### src/design/tcwp_pkg.sv
`default_nettype none
// -----------------------------------------------------------------------------
// tcwp_pkg
// Shared types, register codes and character constants for the console
// wrap placer.
// -----------------------------------------------------------------------------
package tcwp_pkg;

   localparam int LINE_MAX_DEF = 63;
   localparam int QUEUE_DEPTH  = 4;
   localparam int QUEUE_PW     = $clog2(QUEUE_DEPTH);

   // Register indexes (byte address divided by four).
   localparam logic [1:0] REG_LINE_WIDTH  = 2'd0;
   localparam logic [1:0] REG_TOTAL_LINES = 2'd1;
   localparam logic [1:0] REG_WORD_WRAP   = 2'd2;
   localparam logic [1:0] REG_LEFT_MARGIN = 2'd3;

   // Register reset values.
   localparam logic [5:0]  LINE_WIDTH_RST  = 6'd38;
   localparam logic [15:0] TOTAL_LINES_RST = 16'd1724;
   localparam logic        WORD_WRAP_RST   = 1'b1;
   localparam logic [5:0]  LEFT_MARGIN_RST = 6'd0;

   // Character codes.
   localparam logic [7:0] CH_COLOR_A = 8'h01;
   localparam logic [7:0] CH_COLOR_B = 8'h02;
   localparam logic [7:0] CH_TAB     = 8'h09;
   localparam logic [7:0] CH_LF      = 8'h0A;
   localparam logic [7:0] CH_CR      = 8'h0D;
   localparam logic [7:0] CH_SPACE   = 8'h20;
   localparam logic [7:0] CH_NUL     = 8'h00;

   typedef struct packed {
      logic [5:0]  line_width;
      logic [15:0] total_lines;
      logic        word_wrap;
      logic [5:0]  left_margin;
   } cfg_type;

   typedef struct packed {
      logic        wr_any;
      logic        wr_ring;
      logic [15:0] ring_total;
   } cfg_evt_type;

   typedef struct packed {
      logic [7:0] char_code;
      logic       first;
      logic       last;
      logic       force_high;
      logic       color;
   } cmd_type;

   typedef struct packed {
      logic [7:0] char_code;
      logic       force_high;
      logic       last;
   } entry_type;

   typedef struct packed {
      logic [15:0] row_index;
      logic [5:0]  column_index;
      logic [7:0]  char_out;
      logic        write_enable;
      logic        clear_row_first;
      logic [15:0] filled_lines;
      logic        last_of_burst;
   } result_type;

endpackage
`default_nettype wire

### src/design/tcwp_front.sv
`default_nettype none
// -----------------------------------------------------------------------------
// tcwp_front
// Accepts message bytes and classifies color lead bytes before queuing.
// -----------------------------------------------------------------------------
module tcwp_front (
   input  wire logic              req_valid,
   output logic                   req_ready,
   input  wire logic [7:0]        req_char_code,
   input  wire logic              req_first_of_message,
   input  wire logic              req_last_of_message,
   input  wire logic              req_force_high_bit,
   input  wire logic              q_full,
   output logic                   q_push,
   output tcwp_pkg::cmd_type      q_data
);
   import tcwp_pkg::*;

   always_comb begin
      req_ready          = !q_full;
      q_push             = req_valid && !q_full;
      q_data.char_code   = req_char_code;
      q_data.first       = req_first_of_message;
      q_data.last        = req_last_of_message;
      q_data.force_high  = req_force_high_bit;
      // A lead byte of one or two only sets the color bit.
      q_data.color       = (req_char_code == CH_COLOR_A) || (req_char_code == CH_COLOR_B);
   end

endmodule
`default_nettype wire

### src/design/tcwp_queue.sv
`default_nettype none
// -----------------------------------------------------------------------------
// tcwp_queue
// Small command queue between the front and back parts.
// -----------------------------------------------------------------------------
module tcwp_queue (
   input  wire logic               clock,
   input  wire logic               reset,
   input  wire logic               push,
   input  wire tcwp_pkg::cmd_type  push_data,
   output logic                    full,
   input  wire logic               pop,
   output logic                    valid,
   output tcwp_pkg::cmd_type       data
);
   import tcwp_pkg::*;

   cmd_type               slot_ff [QUEUE_DEPTH];
   logic [QUEUE_PW-1:0]   wr_ff, wr_in;
   logic [QUEUE_PW-1:0]   rd_ff, rd_in;
   logic [QUEUE_PW:0]     cnt_ff, cnt_in;

   always_comb begin
      full  = cnt_ff == (QUEUE_PW+1)'(QUEUE_DEPTH);
      valid = cnt_ff != '0;
      data  = slot_ff[rd_ff];
      wr_in = push ? wr_ff + 1'b1 : wr_ff;
      rd_in = pop ? rd_ff + 1'b1 : rd_ff;
      cnt_in = cnt_ff + (QUEUE_PW+1)'(push) - (QUEUE_PW+1)'(pop);
   end

   always_ff @(posedge clock) begin
      if (push) begin
         slot_ff[wr_ff] <= push_data;
      end
   end

   always_ff @(posedge clock) begin
      if (reset) begin
         wr_ff  <= '0;
         rd_ff  <= '0;
         cnt_ff <= '0;
      end else begin
         wr_ff  <= wr_in;
         rd_ff  <= rd_in;
         cnt_ff <= cnt_in;
      end
   end

endmodule
`default_nettype wire

### src/design/tcwp_back.sv
`default_nettype none
// -----------------------------------------------------------------------------
// tcwp_back
// Lookahead buffer, word-length scan and cursor placement engine.
// -----------------------------------------------------------------------------
module tcwp_back #(
   parameter int LINE_MAX = tcwp_pkg::LINE_MAX_DEF
) (
   input  wire logic                  clock,
   input  wire logic                  reset,
   input  wire tcwp_pkg::cfg_type     cfg,
   input  wire tcwp_pkg::cfg_evt_type cfg_evt,
   input  wire logic                  cmd_valid,
   input  wire tcwp_pkg::cmd_type     cmd,
   output logic                       cmd_pop,
   output logic                       rsp_valid,
   input  wire logic                  rsp_ready,
   output tcwp_pkg::result_type       rsp
);
   import tcwp_pkg::*;

   localparam int PW    = $clog2(LINE_MAX + 1);
   localparam int DEPTH = 1 << PW;
   localparam logic [PW-1:0] LM_P = PW'(LINE_MAX);
   localparam logic [5:0]    LM_6 = 6'(LINE_MAX);

   localparam logic [2:0] S_IDLE  = 3'd0;
   localparam logic [2:0] S_RD    = 3'd1;
   localparam logic [2:0] S_EV    = 3'd2;
   localparam logic [2:0] S_COLOR = 3'd3;
   localparam logic [2:0] S_FIN   = 3'd4;

   entry_type  mem [DEPTH];
   entry_type  rda_ff, rdb_ff;

   logic [2:0]    state_ff, state_in;
   logic [PW-1:0] head_ff, head_in, tail_ff, tail_in, cnt_ff, cnt_in, k_ff, k_in;
   logic          found_ff, found_in;
   logic [5:0]    tlen_ff, tlen_in;
   logic          mark_v_ff, mark_v_in;
   logic [PW-1:0] mark_ptr_ff, mark_ptr_in;
   logic          phase_ff, phase_in;
   cmd_type       cur_ff, cur_in;
   logic [5:0]    cc_ff, cc_in;
   logic [15:0]   row_ff, row_in, used_ff, used_in;
   logic          rp_ff, rp_in, color_ff, color_in;
   logic          hold_v_ff, hold_v_in, out_v_ff, out_v_in;
   result_type    hold_ff, hold_in, out_ff, out_in;

   logic          wr_en;
   logic [PW-1:0] scan_ptr;
   logic [5:0]    w, marg, rel_len, cc1, cc2;
   logic [15:0]   t, row1, row2;
   logic [16:0]   row_inc;
   logic [6:0]    cc_sum;
   logic          brk, blast, out_free, want_rel, do_rel, new_found, lf, is_nl, is_cr;
   logic [6:0]    b7;
   result_type    res;

   always_comb begin
      w    = (cfg.line_width == '0) ? 6'd1 :
             (cfg.line_width > LM_6) ? LM_6 : cfg.line_width;
      t    = (cfg.total_lines == '0) ? 16'd1 : cfg.total_lines;
      marg = (cfg.left_margin < w) ? cfg.left_margin : w - 6'd1;
      scan_ptr = head_ff + k_ff;

      // Break classification of the entry under the scan pointer.
      b7 = rdb_ff.char_code[6:0];
      if (cfg.word_wrap) begin
         brk = (rdb_ff.char_code == CH_NUL) || (b7 == CH_TAB[6:0]) ||
               (b7 == CH_CR[6:0]) || (b7 == CH_LF[6:0]) || (b7 == CH_SPACE[6:0]);
      end else begin
         brk = (rdb_ff.char_code <= CH_SPACE) || rdb_ff.char_code[7];
      end
      blast = rdb_ff.last || (mark_v_ff && (scan_ptr == mark_ptr_ff));

      out_free = !out_v_ff || rsp_ready;

      // Word length of the head entry.
      new_found = 1'b0;
      want_rel  = 1'b0;
      rel_len   = tlen_ff;
      if (found_ff) begin
         want_rel = 1'b1;
      end else if (7'(k_ff) >= {1'b0, w}) begin
         want_rel = 1'b1;
         rel_len  = w;
      end else if (k_ff < cnt_ff) begin
         if (brk) begin
            want_rel  = 1'b1;
            new_found = 1'b1;
            rel_len   = 6'(k_ff);
         end else if (blast) begin
            want_rel  = 1'b1;
            new_found = 1'b1;
            rel_len   = 6'(k_ff) + 6'd1;
         end
      end

      // Placement of the head entry.
      cc_sum = {1'b0, cc_ff} + {1'b0, rel_len};
      cc1    = ((rel_len != w) && (cc_sum > {1'b0, w})) ? 6'd0 : cc_ff;
      if (rp_ff) begin
         row1 = ((row_ff == '0) || (row_ff >= t)) ? t - 16'd1 : row_ff - 16'd1;
      end else begin
         row1 = row_ff;
      end
      is_nl   = rda_ff.char_code == CH_LF;
      is_cr   = rda_ff.char_code == CH_CR;
      lf      = (cc1 == '0) || (!is_nl && !is_cr && (cc1 >= w));
      row_inc = {1'b0, row1} + 17'd1;
      row2    = lf ? ((row_inc >= {1'b0, t}) ? 16'd0 : row_inc[15:0]) : row1;
      cc2     = lf ? marg : cc1;
      res.row_index       = row2;
      res.clear_row_first = lf;
      res.filled_lines    = (lf && (used_ff < t)) ? used_ff + 16'd1 : used_ff;
      res.last_of_burst   = 1'b0;
      if (is_nl || is_cr) begin
         res.column_index = '0;
         res.char_out     = '0;
         res.write_enable = 1'b0;
      end else begin
         res.column_index = cc2;
         res.char_out     = rda_ff.char_code |
                            {color_ff | rda_ff.force_high, 7'd0};
         res.write_enable = 1'b1;
      end

      state_in    = state_ff;
      head_in     = head_ff;
      tail_in     = tail_ff;
      cnt_in      = cnt_ff;
      k_in        = k_ff;
      found_in    = found_ff;
      tlen_in     = tlen_ff;
      mark_v_in   = mark_v_ff;
      mark_ptr_in = mark_ptr_ff;
      phase_in    = phase_ff;
      cur_in      = cur_ff;
      cc_in       = cc_ff;
      row_in      = row_ff;
      used_in     = used_ff;
      rp_in       = rp_ff;
      color_in    = color_ff;
      hold_v_in   = hold_v_ff;
      hold_in     = hold_ff;
      out_v_in    = out_v_ff && !rsp_ready;
      out_in      = out_ff;
      cmd_pop     = 1'b0;
      wr_en       = 1'b0;
      do_rel      = 1'b0;

      unique case (state_ff)
         S_IDLE: begin
            if (cmd_valid) begin
               cmd_pop = 1'b1;
               cur_in  = cmd;
               if (cmd.first && (cnt_ff != '0)) begin
                  // Close the waiting message and rescan from the head.
                  mark_v_in   = 1'b1;
                  mark_ptr_in = tail_ff - 1'b1;
                  k_in        = '0;
                  found_in    = 1'b0;
                  phase_in    = 1'b0;
                  state_in    = S_RD;
               end else begin
                  state_in = S_COLOR;
               end
            end
         end
         S_RD: begin
            state_in = S_EV;
         end
         S_EV: begin
            if (want_rel) begin
               if (!hold_v_ff || out_free) begin
                  do_rel = 1'b1;
                  state_in = S_RD;
               end
            end else if (k_ff < cnt_ff) begin
               k_in     = k_ff + 1'b1;
               state_in = S_RD;
            end else begin
               state_in = phase_ff ? S_FIN : S_COLOR;
            end
         end
         S_COLOR: begin
            if (cur_ff.first) begin
               color_in = cur_ff.color;
            end
            if (!(cur_ff.first && cur_ff.color) && (cnt_ff < LM_P)) begin
               wr_en    = 1'b1;
               tail_in  = tail_ff + 1'b1;
               cnt_in   = cnt_ff + 1'b1;
               phase_in = 1'b1;
               state_in = S_RD;
            end else begin
               state_in = S_FIN;
            end
         end
         S_FIN: begin
            if (!hold_v_ff) begin
               state_in = S_IDLE;
            end else if (out_free) begin
               out_v_in      = 1'b1;
               out_in        = hold_ff;
               out_in.last_of_burst = 1'b1;
               hold_v_in     = 1'b0;
               state_in      = S_IDLE;
            end
         end
         default: begin
            state_in = S_IDLE;
         end
      endcase

      if (do_rel) begin
         if (hold_v_ff) begin
            out_v_in = 1'b1;
            out_in   = hold_ff;
         end
         hold_v_in = 1'b1;
         hold_in   = res;
         row_in    = row2;
         used_in   = res.filled_lines;
         rp_in     = is_cr;
         cc_in     = (is_nl || is_cr) ? 6'd0 : cc2 + 6'd1;
         head_in   = head_ff + 1'b1;
         cnt_in    = cnt_ff - 1'b1;
         if (mark_v_ff && (mark_ptr_ff == head_ff)) begin
            mark_v_in = 1'b0;
         end
         tlen_in = rel_len - 6'd1;
         if (k_ff == '0) begin
            found_in = 1'b0;
         end else begin
            found_in = found_ff || new_found;
            k_in     = k_ff - 1'b1;
         end
      end

      if (cfg_evt.wr_any) begin
         k_in     = '0;
         found_in = 1'b0;
      end
      if (cfg_evt.wr_ring) begin
         row_in  = cfg_evt.ring_total - 16'd1;
         used_in = (used_ff > cfg_evt.ring_total) ? cfg_evt.ring_total : used_ff;
      end

      rsp_valid = out_v_ff;
      rsp       = out_ff;
   end

   always_ff @(posedge clock) begin
      if (wr_en) begin
         mem[tail_ff] <= '{char_code: cur_ff.char_code, force_high: cur_ff.force_high,
                           last: cur_ff.last};
      end
      rda_ff <= mem[head_ff];
      rdb_ff <= mem[scan_ptr];
   end

   always_ff @(posedge clock) begin
      cur_ff  <= cur_in;
      hold_ff <= hold_in;
      out_ff  <= out_in;
      tlen_ff <= tlen_in;
      mark_ptr_ff <= mark_ptr_in;
   end

   always_ff @(posedge clock) begin
      if (reset) begin
         state_ff  <= S_IDLE;
         head_ff   <= '0;
         tail_ff   <= '0;
         cnt_ff    <= '0;
         k_ff      <= '0;
         found_ff  <= 1'b0;
         mark_v_ff <= 1'b0;
         phase_ff  <= 1'b0;
         cc_ff     <= '0;
         row_ff    <= TOTAL_LINES_RST - 16'd1;
         used_ff   <= '0;
         rp_ff     <= 1'b0;
         color_ff  <= 1'b0;
         hold_v_ff <= 1'b0;
         out_v_ff  <= 1'b0;
      end else begin
         state_ff  <= state_in;
         head_ff   <= head_in;
         tail_ff   <= tail_in;
         cnt_ff    <= cnt_in;
         k_ff      <= k_in;
         found_ff  <= found_in;
         mark_v_ff <= mark_v_in;
         phase_ff  <= phase_in;
         cc_ff     <= cc_in;
         row_ff    <= row_in;
         used_ff   <= used_in;
         rp_ff     <= rp_in;
         color_ff  <= color_in;
         hold_v_ff <= hold_v_in;
         out_v_ff  <= out_v_in;
      end
   end

endmodule
`default_nettype wire

### src/design/text_console_wrap_placer_core.sv
`default_nettype none
// -----------------------------------------------------------------------------
// text_console_wrap_placer_core
// Word-wrapping placer that maps message bytes onto a ring of console rows.
// -----------------------------------------------------------------------------
// Each input byte passes through the pop, buffer write, closing read and
// evaluate, and finish steps, plus one lookahead memory read and one
// evaluate for every word byte the scan walks over and for every placement
// it releases. A word waits for its break byte; a first mark flushes
// the waiting bytes.
// Reset clears all control state at once; no clearing pass is needed since the
// lookahead memory content is never used before it is written.
module text_console_wrap_placer_core #(
   parameter int LINE_MAX = tcwp_pkg::LINE_MAX_DEF
) (
   input  wire logic         clock,
   input  wire logic         reset,
   // Input byte channel.
   input  wire logic         req_valid,
   output logic              req_ready,
   input  wire logic [7:0]   req_char_code,
   input  wire logic         req_first_of_message,
   input  wire logic         req_last_of_message,
   input  wire logic         req_force_high_bit,
   // Placement result channel.
   output logic              rsp_valid,
   input  wire logic         rsp_ready,
   output logic [15:0]       rsp_row_index,
   output logic [5:0]        rsp_column_index,
   output logic [7:0]        rsp_char_out,
   output logic              rsp_write_enable,
   output logic              rsp_clear_row_first,
   output logic [15:0]       rsp_filled_lines,
   output logic              rsp_last_of_burst,
   // Register port.
   input  wire logic         psel,
   input  wire logic         penable,
   input  wire logic         pwrite,
   input  wire logic [3:0]   paddr,
   input  wire logic [31:0]  pwdata,
   output logic [31:0]       prdata,
   output logic              pready
);
   import tcwp_pkg::*;

   // Configuration registers. A write transfer completes in the access phase;
   // pready is tied high so no access ever has wait states.
   logic [5:0]  line_width_ff, line_width_in;
   logic [15:0] total_lines_ff, total_lines_in;
   logic        word_wrap_ff, word_wrap_in;
   logic [5:0]  left_margin_ff, left_margin_in;
   logic        wr_stb;
   logic [1:0]  reg_idx;
   cfg_type     cfg;
   cfg_evt_type cfg_evt;

   logic        q_full, q_push, q_pop, q_valid;
   cmd_type     q_wdata, q_rdata;
   result_type  res;

   always_comb begin
      pready  = 1'b1;
      reg_idx = paddr[3:2];
      wr_stb  = psel && penable && pwrite;

      line_width_in  = line_width_ff;
      total_lines_in = total_lines_ff;
      word_wrap_in   = word_wrap_ff;
      left_margin_in = left_margin_ff;
      prdata         = '0;
      unique case (reg_idx)
         REG_LINE_WIDTH: begin
            prdata = 32'(line_width_ff);
            if (wr_stb) line_width_in = pwdata[5:0];
         end
         REG_TOTAL_LINES: begin
            prdata = 32'(total_lines_ff);
            if (wr_stb) total_lines_in = pwdata[15:0];
         end
         REG_WORD_WRAP: begin
            prdata = 32'(word_wrap_ff);
            if (wr_stb) word_wrap_in = pwdata[0];
         end
         REG_LEFT_MARGIN: begin
            prdata = 32'(left_margin_ff);
            if (wr_stb) left_margin_in = pwdata[5:0];
         end
         default: begin
            prdata = '0;
         end
      endcase

      cfg.line_width  = line_width_ff;
      cfg.total_lines = total_lines_ff;
      cfg.word_wrap   = word_wrap_ff;
      cfg.left_margin = left_margin_ff;

      // Any write restarts the word scan; a ring size write also moves the
      // current row to the top of the new ring and caps the fill count.
      cfg_evt.wr_any     = wr_stb;
      cfg_evt.wr_ring    = wr_stb && (reg_idx == REG_TOTAL_LINES);
      cfg_evt.ring_total = (pwdata[15:0] == '0) ? 16'd1 : pwdata[15:0];
   end

   always_ff @(posedge clock) begin
      if (reset) begin
         line_width_ff  <= LINE_WIDTH_RST;
         total_lines_ff <= TOTAL_LINES_RST;
         word_wrap_ff   <= WORD_WRAP_RST;
         left_margin_ff <= LEFT_MARGIN_RST;
      end else begin
         line_width_ff  <= line_width_in;
         total_lines_ff <= total_lines_in;
         word_wrap_ff   <= word_wrap_in;
         left_margin_ff <= left_margin_in;
      end
   end

   // The front takes a transfer whenever the command queue has room, so it
   // keeps accepting bytes while the back end is draining a word.
   tcwp_front u_front (
      .req_valid            (req_valid),
      .req_ready            (req_ready),
      .req_char_code        (req_char_code),
      .req_first_of_message (req_first_of_message),
      .req_last_of_message  (req_last_of_message),
      .req_force_high_bit   (req_force_high_bit),
      .q_full               (q_full),
      .q_push               (q_push),
      .q_data               (q_wdata)
   );

   tcwp_queue u_queue (
      .clock     (clock),
      .reset     (reset),
      .push      (q_push),
      .push_data (q_wdata),
      .full      (q_full),
      .pop       (q_pop),
      .valid     (q_valid),
      .data      (q_rdata)
   );

   // The back end holds one finished placement until it knows whether another
   // follows, which is how the last placement of a burst gets its flag.
   tcwp_back #(
      .LINE_MAX (LINE_MAX)
   ) u_back (
      .clock     (clock),
      .reset     (reset),
      .cfg       (cfg),
      .cfg_evt   (cfg_evt),
      .cmd_valid (q_valid),
      .cmd       (q_rdata),
      .cmd_pop   (q_pop),
      .rsp_valid (rsp_valid),
      .rsp_ready (rsp_ready),
      .rsp       (res)
   );

   always_comb begin
      rsp_row_index       = res.row_index;
      rsp_column_index    = res.column_index;
      rsp_char_out        = res.char_out;
      rsp_write_enable    = res.write_enable;
      rsp_clear_row_first = res.clear_row_first;
      rsp_filled_lines    = res.filled_lines;
      rsp_last_of_burst   = res.last_of_burst;
   end

endmodule
`default_nettype wire

### config.mk
export PLATFORM = sky130hd
export DESIGN_NAME = text_console_wrap_placer_core
export DESIGN_NICKNAME = d
export VERILOG_FILES = /design/src/design/tcwp_pkg.sv /design/src/design/tcwp_front.sv /design/src/design/tcwp_queue.sv /design/src/design/tcwp_back.sv /design/src/design/text_console_wrap_placer_core.sv
export SDC_FILE = /design/constraint.sdc
export NUM_CORES = 2
export LEC_CHECK = 0
export BUFFER_PORTS_ARGS = -buffer_cell sky130_fd_sc_hd__buf_2
export CAP_MARGIN = 5
export CORE_UTILIZATION = 57
export DETAILED_ROUTE_END_ITERATION = 7
export GPL_ROUTABILITY_DRIVEN = 0
export HOLD_SLACK_MARGIN = 0.03
export PLACE_DENSITY = 0.77
export SLEW_MARGIN = 25
export SYNTH_ARGS = -nofsm -noshare
export SYNTH_HDL_FRONTEND = slang
export SYNTH_SLANG_ARGS = --single-unit
### constraint.sdc
create_clock -name clock -period 7.75 [get_ports clock]
set_input_delay 0.775 -clock clock [delete_from_list [all_inputs] [get_ports clock]]
set_output_delay 0.775 -clock clock [all_outputs]
set_load 0.005 [all_outputs]
* Word-level counts from Yosys, hierarchy flattened
Memories as Yosys holds them, arrays and structs flattened. A register that Yosys moved wholly into a read port is not among the register bits. Cells that the tools add are included. W data, S select, Z words.
Storage, ports and cells: memory bits (writable) 688, memories 2, word-level logic and storage cells 263, register bits 229, input port bits 54, output and inout bits 84
Memories:
- u_back.mem | words 64, bits a word 10, rd ports 2, clocked after memory_dff 2, write ports 1, RTL line tcwp_back.sv:33 | entry_type mem [DEPTH];
- u_queue.slot_ff | words 4, bits a word 12, rd ports 1, clocked after memory_dff 1, write ports 1, RTL line tcwp_queue.sv:18 | cmd_type slot_ff [QUEUE_DEPTH];
Cells by class: equal/unequal tests 25, muxes and demuxes 92, bitwise logic cells 2, magnitude comparators 12, $add $sub $neg 21, reduce and logical (&&, ||, !) cells 67
Operator list (number):
- $mux W49 | 5
- $mux W16 | 12
- $pmux W32 S4 | 1
- $mux W6 | 20
- $logic_not A16 Y1 | 3
- $sub A16 B1 Y16 const B | 3
- $mux W1 | 40
- $add A6 B1 Y6 const B | 5
- $sub A6 B1 Y6 const B | 5
- $mux W3 | 8
- $eq A7 B4 Y1 const B | 3
- $logic_not A6 Y1 | 3
- $reduce_and A2 Y1 | 9
- $add A16 B1 Y17 const B | 1
- $ge A17 B16 Y1 | 1
- $add A16 B1 Y16 const B | 1
- $eq A8 B4 Y1 const B | 2
- $ge A16 B16 Y1 | 1
- $gt A16 B16 Y1 | 1
- $lt A16 B16 Y1 | 1
- $reduce_bool A2 Y1 | 8
- $pmux W3 S5 | 1
- $logic_and A1 B1 Y1 | 14
- $logic_or A1 B1 Y1 | 13
- other kinds (38) | 58

* Logic depth before layout (Yosys ltp)
depth after elaboration 21, depth in mapped cells 45, depth with buffers taken out 43

* Cells and area by module
From an unflattened synthesis, not the netlist that was laid out.
Second synthesis, totals: cell total of the unflattened synthesis 3083, area total of the unflattened synthesis 46833.7 um^2
By module, submodules not included:
- tcwp_back | cells each 2767, instances 1, area each 42776.0 um^2, seq. area each 24653.6 um^2
- tcwp_queue | cells each 104, instances 1, area each 2175.8 um^2, seq. area each 1621.6 um^2
- text_console_wrap_placer_core | cells each 196, instances 1, area each 1760.4 um^2, seq. area each 580.6 um^2
- tcwp_front | cells each 16, instances 1, area each 121.4 um^2, seq. area each 0.0 um^2

* Worst setup path before layout
Ideal clock, no wire load.
kind reg2reg, start reg u_back.head_ff[1], end reg u_back.cc_ff[4], data arrival time 8453 ps, stages on the path, launching flop included 46, required time 7633 ps, slack -821 ps, cell sequence dfxtp_1 > buf_1 > buf_1 > inv_1 > fa_1 > xnor2_2 > xnor2_1 > nand4_1 > nor3_1 > a211oi_1 > nor3_1 > a22oi_1 > o22ai_1 > ha_1 > inv_1 > fa_1 > inv_1 > a21oi_1 > (+10 left out) > nand2_1 > ha_1 > nand2b_1 > a21o_1 > a21o_1 > a21o_1 > a21o_1 > a21oi_1 > nor2_1 > a31oi_1 > nand3_1 > and2_1 > inv_1 > ha_1 > inv_1 > a21oi_1 > nand3_1 > a32o_1
Between the ends: longest elaborated chain between the ends 19, elaborated cells between the ends (all ways) 28, those cells by class 3 x add/sub; 2 x order compare; 2 x eq/ne; 15 x mux; 6 x reduce/logical
Ends and longest elaborated chain:
- start: declaration | RTL line tcwp_back.sv:37 | logic [PW-1:0] head_ff, head_in, tail_ff, tail_in, cnt_ff, cnt_in, k_ff, k_in;
- start signal: assignment | RTL line tcwp_back.sv:291 | head_ff <= head_in;
- $add A6 B6 Y6 (*) | RTL line tcwp_back.sv:65 | scan_ptr = head_ff + k_ff;
- $eq A6 B6 Y1 (*) | RTL line tcwp_back.sv:75 | blast = rdb_ff.last || (mark_v_ff && (scan_ptr == mark_ptr_ff));
- $logic_and A1 B1 Y1 (*) | RTL line tcwp_back.sv:75
- $logic_or A1 B1 Y1 (*) | RTL line tcwp_back.sv:75
- $mux W6 (*) | RTL line tcwp_back.sv:93 | end else if (blast) begin
- $mux W6 (*) | RTL line tcwp_back.sv:89 | if (brk) begin
- $mux W6 (*) | RTL line tcwp_back.sv:88 | end else if (k_ff < cnt_ff) begin
- $mux W6 (*) | RTL line tcwp_back.sv:85 | end else if (7'(k_ff) >= {1'b0, w}) begin
- (+4 left out)
- $mux W6 (*) | RTL line tcwp_back.sv:102 | cc1 = ((rel_len != w) && (cc_sum > {1'b0, w})) ? 6'd0 : cc_ff;
- $ge A6 B6 Y1 | RTL line tcwp_back.sv:110 | lf = (cc1 == '0) || (!is_nl && !is_cr && (cc1 >= w));
- $logic_and A1 B1 Y1 | RTL line tcwp_back.sv:110
- $logic_or A1 B1 Y1 | RTL line tcwp_back.sv:110
- $mux W6 (*) | RTL line tcwp_back.sv:113 | cc2 = lf ? marg : cc1;
- net u_back.cc2[1] | RTL line tcwp_back.sv:52 | logic [5:0] w, marg, rel_len, cc1, cc2;
- $add A6 B1 Y6 (*) | RTL line tcwp_back.sv:227 | cc_in = (is_nl || is_cr) ? 6'd0 : cc2 + 6'd1;
- $mux W6 (*) | RTL line tcwp_back.sv:227
- end signal: assignment | RTL line tcwp_back.sv:298 | cc_ff <= cc_in;
- end: declaration | RTL line tcwp_back.sv:44 | logic [5:0] cc_ff, cc_in;
Mark *: on every way through the listed nets, which the timed path passes. The rest lies on a longest branch. A chain may end at the register's enable or synchronous reset.

==> results <==
- The run finished with clean final reports.
- The port buffer count is 102.
- In the routed design, unresolved DRC markers number 0.
- The required arrival time at the worst endpoint is 8.34 ns.
- For this run, asynchronously set or reset flops after synthesis account for 0.
- The final count of negative-setup-slack endpoints is 0.
- Between clock sinks in the finished design, the worst skew comes to 0.0499 ns.
- The nature of the critical path endpoint is a flop.
- The start-to-end type of the worst setup path is flop to flop.
- The buffer levels on the longest clock path is 3.
- In the final layout, the share of cells above drive strength 1 is 0.293.
- Entering global routing, the biggest net connects 145 pins.
- Counting flops with a built-in enable in the synthesized netlist gives 809.
- The worst setup path is launched from a flop.
- In this run, placement finished with an instance count of 4196.
- The average via count per standard cell is 6.93.
- Counting the buffers created by CTS gives 96.
- Counting cells, the worst reg-to-reg path comes to 35.
- Of the total synthesized cell area, the portion taken by full adders, half adders and majority gates is 0.0355.
- The number of antenna violations at the first check in global routing is 6.
- The first routing iteration left 4460 violations.
- The first TritonRoute pass finished after 6 iterations.
- The final-report hold violation count was 0.
- The maximum clock frequency is 0.132 GHz.
- Summed over all layers, the routed wires come to 126000 um.
- The share of cell area taken by muxes after synthesis is 0.197.
- The multi-input combinational cells in the finished layout cover a total of 18800 um2.
- 0 antenna diodes ended up in the layout.
- The cell area power density is 258 nW/um2.
- The clock insertion delay at the later pin of the skew report is 0.70 ns.
- The root buffer cell chosen for the clock tree is sky130_fd_sc_hd__clkbuf_16.
- The transition time at the pin with the least slew margin is 1.07 ns.
- On the critical path, the stage with the largest delay is an instance of sky130_fd_sc_hd__or4_4.
- Counting flops and latches in the post-synthesis netlist gives 937.
- The post-route core utilization is 0.658.
- The total congestion overflow is 0.
- The initial utilization of the core area, before any placement, comes to 0.575.
- The number of nets with antenna violations after detailed routing is 0.
- The number of hold buffers added after CTS is 0.
- The timing endpoint of the critical path is u_back.row_ff[12]$_SDFFE_PP0P_.
- The startpoint of the lowest-slack register-to-register path is total_lines_ff[11]$_SDFFE_PP0P_.
- The floorplan has 104 rows.
- For this run, the total global-route usage over all layers was measured as 0.304.
- The post-route clock period utilization is 0.979.
- The number of global-route vias before repair came to 29800.
- The placed wire-length estimate after detailed placement is 77400 um.
- The share of the yosys chip area belonging to registers is 0.580.
- The timing startpoint of the critical path is total_lines_ff[11]$_SDFFE_PP0P_.
- The floorplan step defined a die boundary enclosing 82300 um2.
- For this run, the leading register cell type out of synthesis is sky130_fd_sc_hd__edfxtp_1.
- In this run the cell area measured after placement is 48900 um2.
- The mapped netlist covers 46300 um2.
- The worst path setup slack after routing is 0.166 ns.
- The number of sinks handled by clock tree synthesis is 937.
- In this run the static leakage power is 17.8 nW.
- Yosys attributes the largest share of cell area to sky130_fd_sc_hd__edfxtp_1 (53%), sky130_fd_sc_hd__mux4_2 (19%), sky130_fd_sc_hd__dfxtp_1 (5.5%).
- After clock tree synthesis, the clock-pin slew on the worst setup and hold paths is 0.06 ns.
- The setup slack of the worst register-to-register path is 0.17 ns.
- Of the post-synthesis cell area, the dominant cell type holds 0.525.
- The floorplan step set the die height to 287 um.
- The first global-routing pass estimated 186000 um of wire.
- The biggest fanout along the worst timing path is 7.
- By area, the combinational part of the netlist is dominated by multiplexers.
- The clock tree synthesis step divided the H-tree into 3 levels.
- The number of maximum-capacitance violations is 0.
- The post-synthesis area per instance is 15.2 um2.
- The net count of the finished layout is 3441.
- The share of the synthesized area in compound gates (AO/OA/AOI/OAI) is 0.0619.
- After detailed routing, the average wire length per cell comes to 28.7 um.
- After technology mapping, the gate count stands at 3035.
- In this run the most critical hold path is launched from req_last_of_message.
- The smallest clock period supported by the final layout is computed as 7.58 ns.
- The worst-case IR drop observed on VDD is 0.213 mV.
- The largest incremental delay on the critical path is 0.57 ns.
- The number of max-slew violations in the final report is 0.
- The CTS tree is yes.
- The endpoint identified for the worst register-to-register timing path is u_back.row_ff[12]$_SDFFE_PP0P_.
- Once layout is done, the placed cells without fillers occupy 52900 um2.
- The number of warnings printed during yosys synthesis is 0.
- The placeable core area is 80400 um2.
- The width of the die is 287 um.
- The kind of path behind the tightest hold check is primary input to flop.
- For this design the top-level I/O count stands at 138.
- Prior to clock tree synthesis, the placed netlist has a worst setup slack of -0.211 ns.
- The detailed router placed 30500 vias in this run.
- Leaving out fill and tap cells, the most frequent cell in the layout is sky130_fd_sc_hd__edfxtp_1.
- The library cell with the largest summed area after synthesis is sky130_fd_sc_hd__edfxtp_1.
- The data arrival time of the critical path is 8.17 ns.
- The fill cell instance count of the final layout is 5273.
- The area growth from synthesis to final layout is 14.4%.
- The worst pin sits at a relative slew slack of 0.287.
- Of the total synthesized cell area, the portion taken by XOR and XNOR cells is 0.0220.
- Once layout is complete, the cells apart from fillers number 4399.
- The number of different library cells used by synthesis comes to 95.
- The fraction of the mapped netlist area in simple logic gates is 0.0771.
- The area taken by flip-flops and latches is 26900 um2.
- In the final timing run, aggregate negative setup slack is 0 ns.
- In the layout the commonest cells are sky130_fd_sc_hd__edfxtp_1 (809), sky130_fd_sc_hd__mux4_2 (382), sky130_fd_sc_hd__nor2_1 (193).
-- report_power, final --
group	total (W)	switching [W]	internal, W
logic	0.00238	0.00151	0.000867
registers	0.00624	0.000111	0.00613
clock network	0.00505	0.00205	0.00301
total	0.0137	0.00367	0.0100
-- cell type report --
| type | instances | share of cell area |
|---|---|---|
| repair buffers | 300 | 0.0398 |
| multi-input cells | 1816 | 0.354 |
| inverters | 107 | 0.00761 |
| flip-flops and latches | 937 | 0.507 |
| well taps | 1060 | 0.0251 |
| clock buffers | 107 | 0.0462 |
| clock inverters | 72 | 0.0197 |
-- cell usage after synthesis (7+ instances only) --
master / count
sky130_fd_sc_hd__nor3b_1: 7
sky130_fd_sc_hd__a21o_1: 28
sky130_fd_sc_hd__inv_1: 103
sky130_fd_sc_hd__o22ai_1: 19
sky130_fd_sc_hd__nor2b_1: 25
sky130_fd_sc_hd__o2111ai_1: 8
sky130_fd_sc_hd__a211oi_1: 17
sky130_fd_sc_hd__nor4_1: 27
sky130_fd_sc_hd__a221oi_1: 7
sky130_fd_sc_hd__mux2i_1: 37
sky130_fd_sc_hd__nand2_1: 138
sky130_fd_sc_hd__buf_1: 41
sky130_fd_sc_hd__nand4_1: 35
sky130_fd_sc_hd__nand3_1: 46
sky130_fd_sc_hd__clkbuf_1: 123
sky130_fd_sc_hd__or2_2: 8
sky130_fd_sc_hd__o21a_1: 16
sky130_fd_sc_hd__buf_4: 18
sky130_fd_sc_hd__mux2_2: 12
sky130_fd_sc_hd__dfxtp_1: 128
sky130_fd_sc_hd__o31ai_1: 8
sky130_fd_sc_hd__edfxtp_1: 809
sky130_fd_sc_hd__nor2_1: 210
sky130_fd_sc_hd__or4_1: 9
sky130_fd_sc_hd__xor2_1: 34
sky130_fd_sc_hd__and3_1: 24
sky130_fd_sc_hd__xnor2_1: 78
sky130_fd_sc_hd__a31oi_1: 19
sky130_fd_sc_hd__o21ai_0: 65
sky130_fd_sc_hd__mux4_2: 382
sky130_fd_sc_hd__and2_1: 75
sky130_fd_sc_hd__o221ai_1: 8
sky130_fd_sc_hd__a21oi_1: 87
sky130_fd_sc_hd__nand3b_1: 9
sky130_fd_sc_hd__ha_1: 125
sky130_fd_sc_hd__nand2b_1: 13
sky130_fd_sc_hd__a311oi_1: 8
sky130_fd_sc_hd__nor3_1: 49
sky130_fd_sc_hd__o211ai_1: 28
sky130_fd_sc_hd__or3_1: 14
sky130_fd_sc_hd__a22oi_1: 13
-- state kept, by name, indices dropped and copies added, names as in the netlist, 6 cells and up, named ones only --
name / cells
u_back.cc_ff: 6
line_width_ff: 6
u_back.k_ff: 6
u_back.tlen_ff: 6
u_back.b7: 7
u_back.tail_ff: 6
u_back.row_ff: 16
u_back.cnt_ff: 6
u_back.used_ff: 16
u_back.head_ff: 6
u_back.mark_ptr_ff: 6
u_back.cur_ff: 12
total_lines_ff: 16
u_queue.slot_ff: 48
u_back.mem: 640
u_back.rda_ff: 9
u_back.hold_ff: 48
left_margin_ff: 6
-- worst max-delay path, delay by kind of cell, from the launching register on --
kind / cells / cell delay (ns)
AO/OA/AOI/OAI: 18 / 2.96
XOR/XNOR: 1 / 0.19
adder cells (fa/ha/maj): 3 / 0.80
buffers and inverters: 3 / 0.49
flip-flops: 1 / 0.31
AND/OR/NAND/NOR: 10 / 2.74
-- through the flow --
step | power [W] | hold WS (ns)
finish | 0.0137 | 0.334
global route | 0.0141 | 0.327
CTS | 0.0136 | 0.309
detailed placement | 0.00856 | 0.433
global placement | 0.00843 | 0.422
floorplan | 0.00774 | 0.437
-- worst min path at each step --
stage | to | slack, ns | cells past startpoint
floorplan | u_back.color_ff$_SDFFE_PP0P_ | 0.44 | 2
global placement | u_back.hold_ff[25]$_SDFFCE_PN0P_ | 0.42 | 0
detailed placement | u_back.hold_ff[23]$_SDFFCE_PN0P_ | 0.43 | 0
CTS | u_queue.slot_ff[0][2]$_DFFE_PP_ | 0.31 | 1
global route | u_queue.slot_ff[2][1]$_DFFE_PP_ | 0.33 | 1
finish | u_queue.slot_ff[3][2]$_DFFE_PP_ | 0.33 | 1
-- cells by family (layout without fill, tap and decap cells) --
kind of cell	after synthesis	in the layout
XOR/XNOR	114	114
AO/OA/AOI/OAI	412	412
buffers and inverters	297	586
adder cells (fa/ha/maj)	129	129
multiplexers	431	431
AND/OR/NAND/NOR	713	713
other	2	17
flip-flops	937	937
-- layer usage --
layer	routed length, um	vias to the layer above	part of all wire	GRT usage
li1	-	12600	-	-
met1	44800	15100	0.36	0.405
met3	15300	433	0.12	0.0694
met2	60300	2368	0.48	0.483
met4	5650	8	0.045	0.130
met5	54	-	0.00043	0
-- repair_timing --
item,CTS,global route
setup endpoints to repair,61,75
setup buffers,9,13
resized for setup,10,60
pin swaps,7,48
Note: power is estimated with default switching activity, not from simulation.
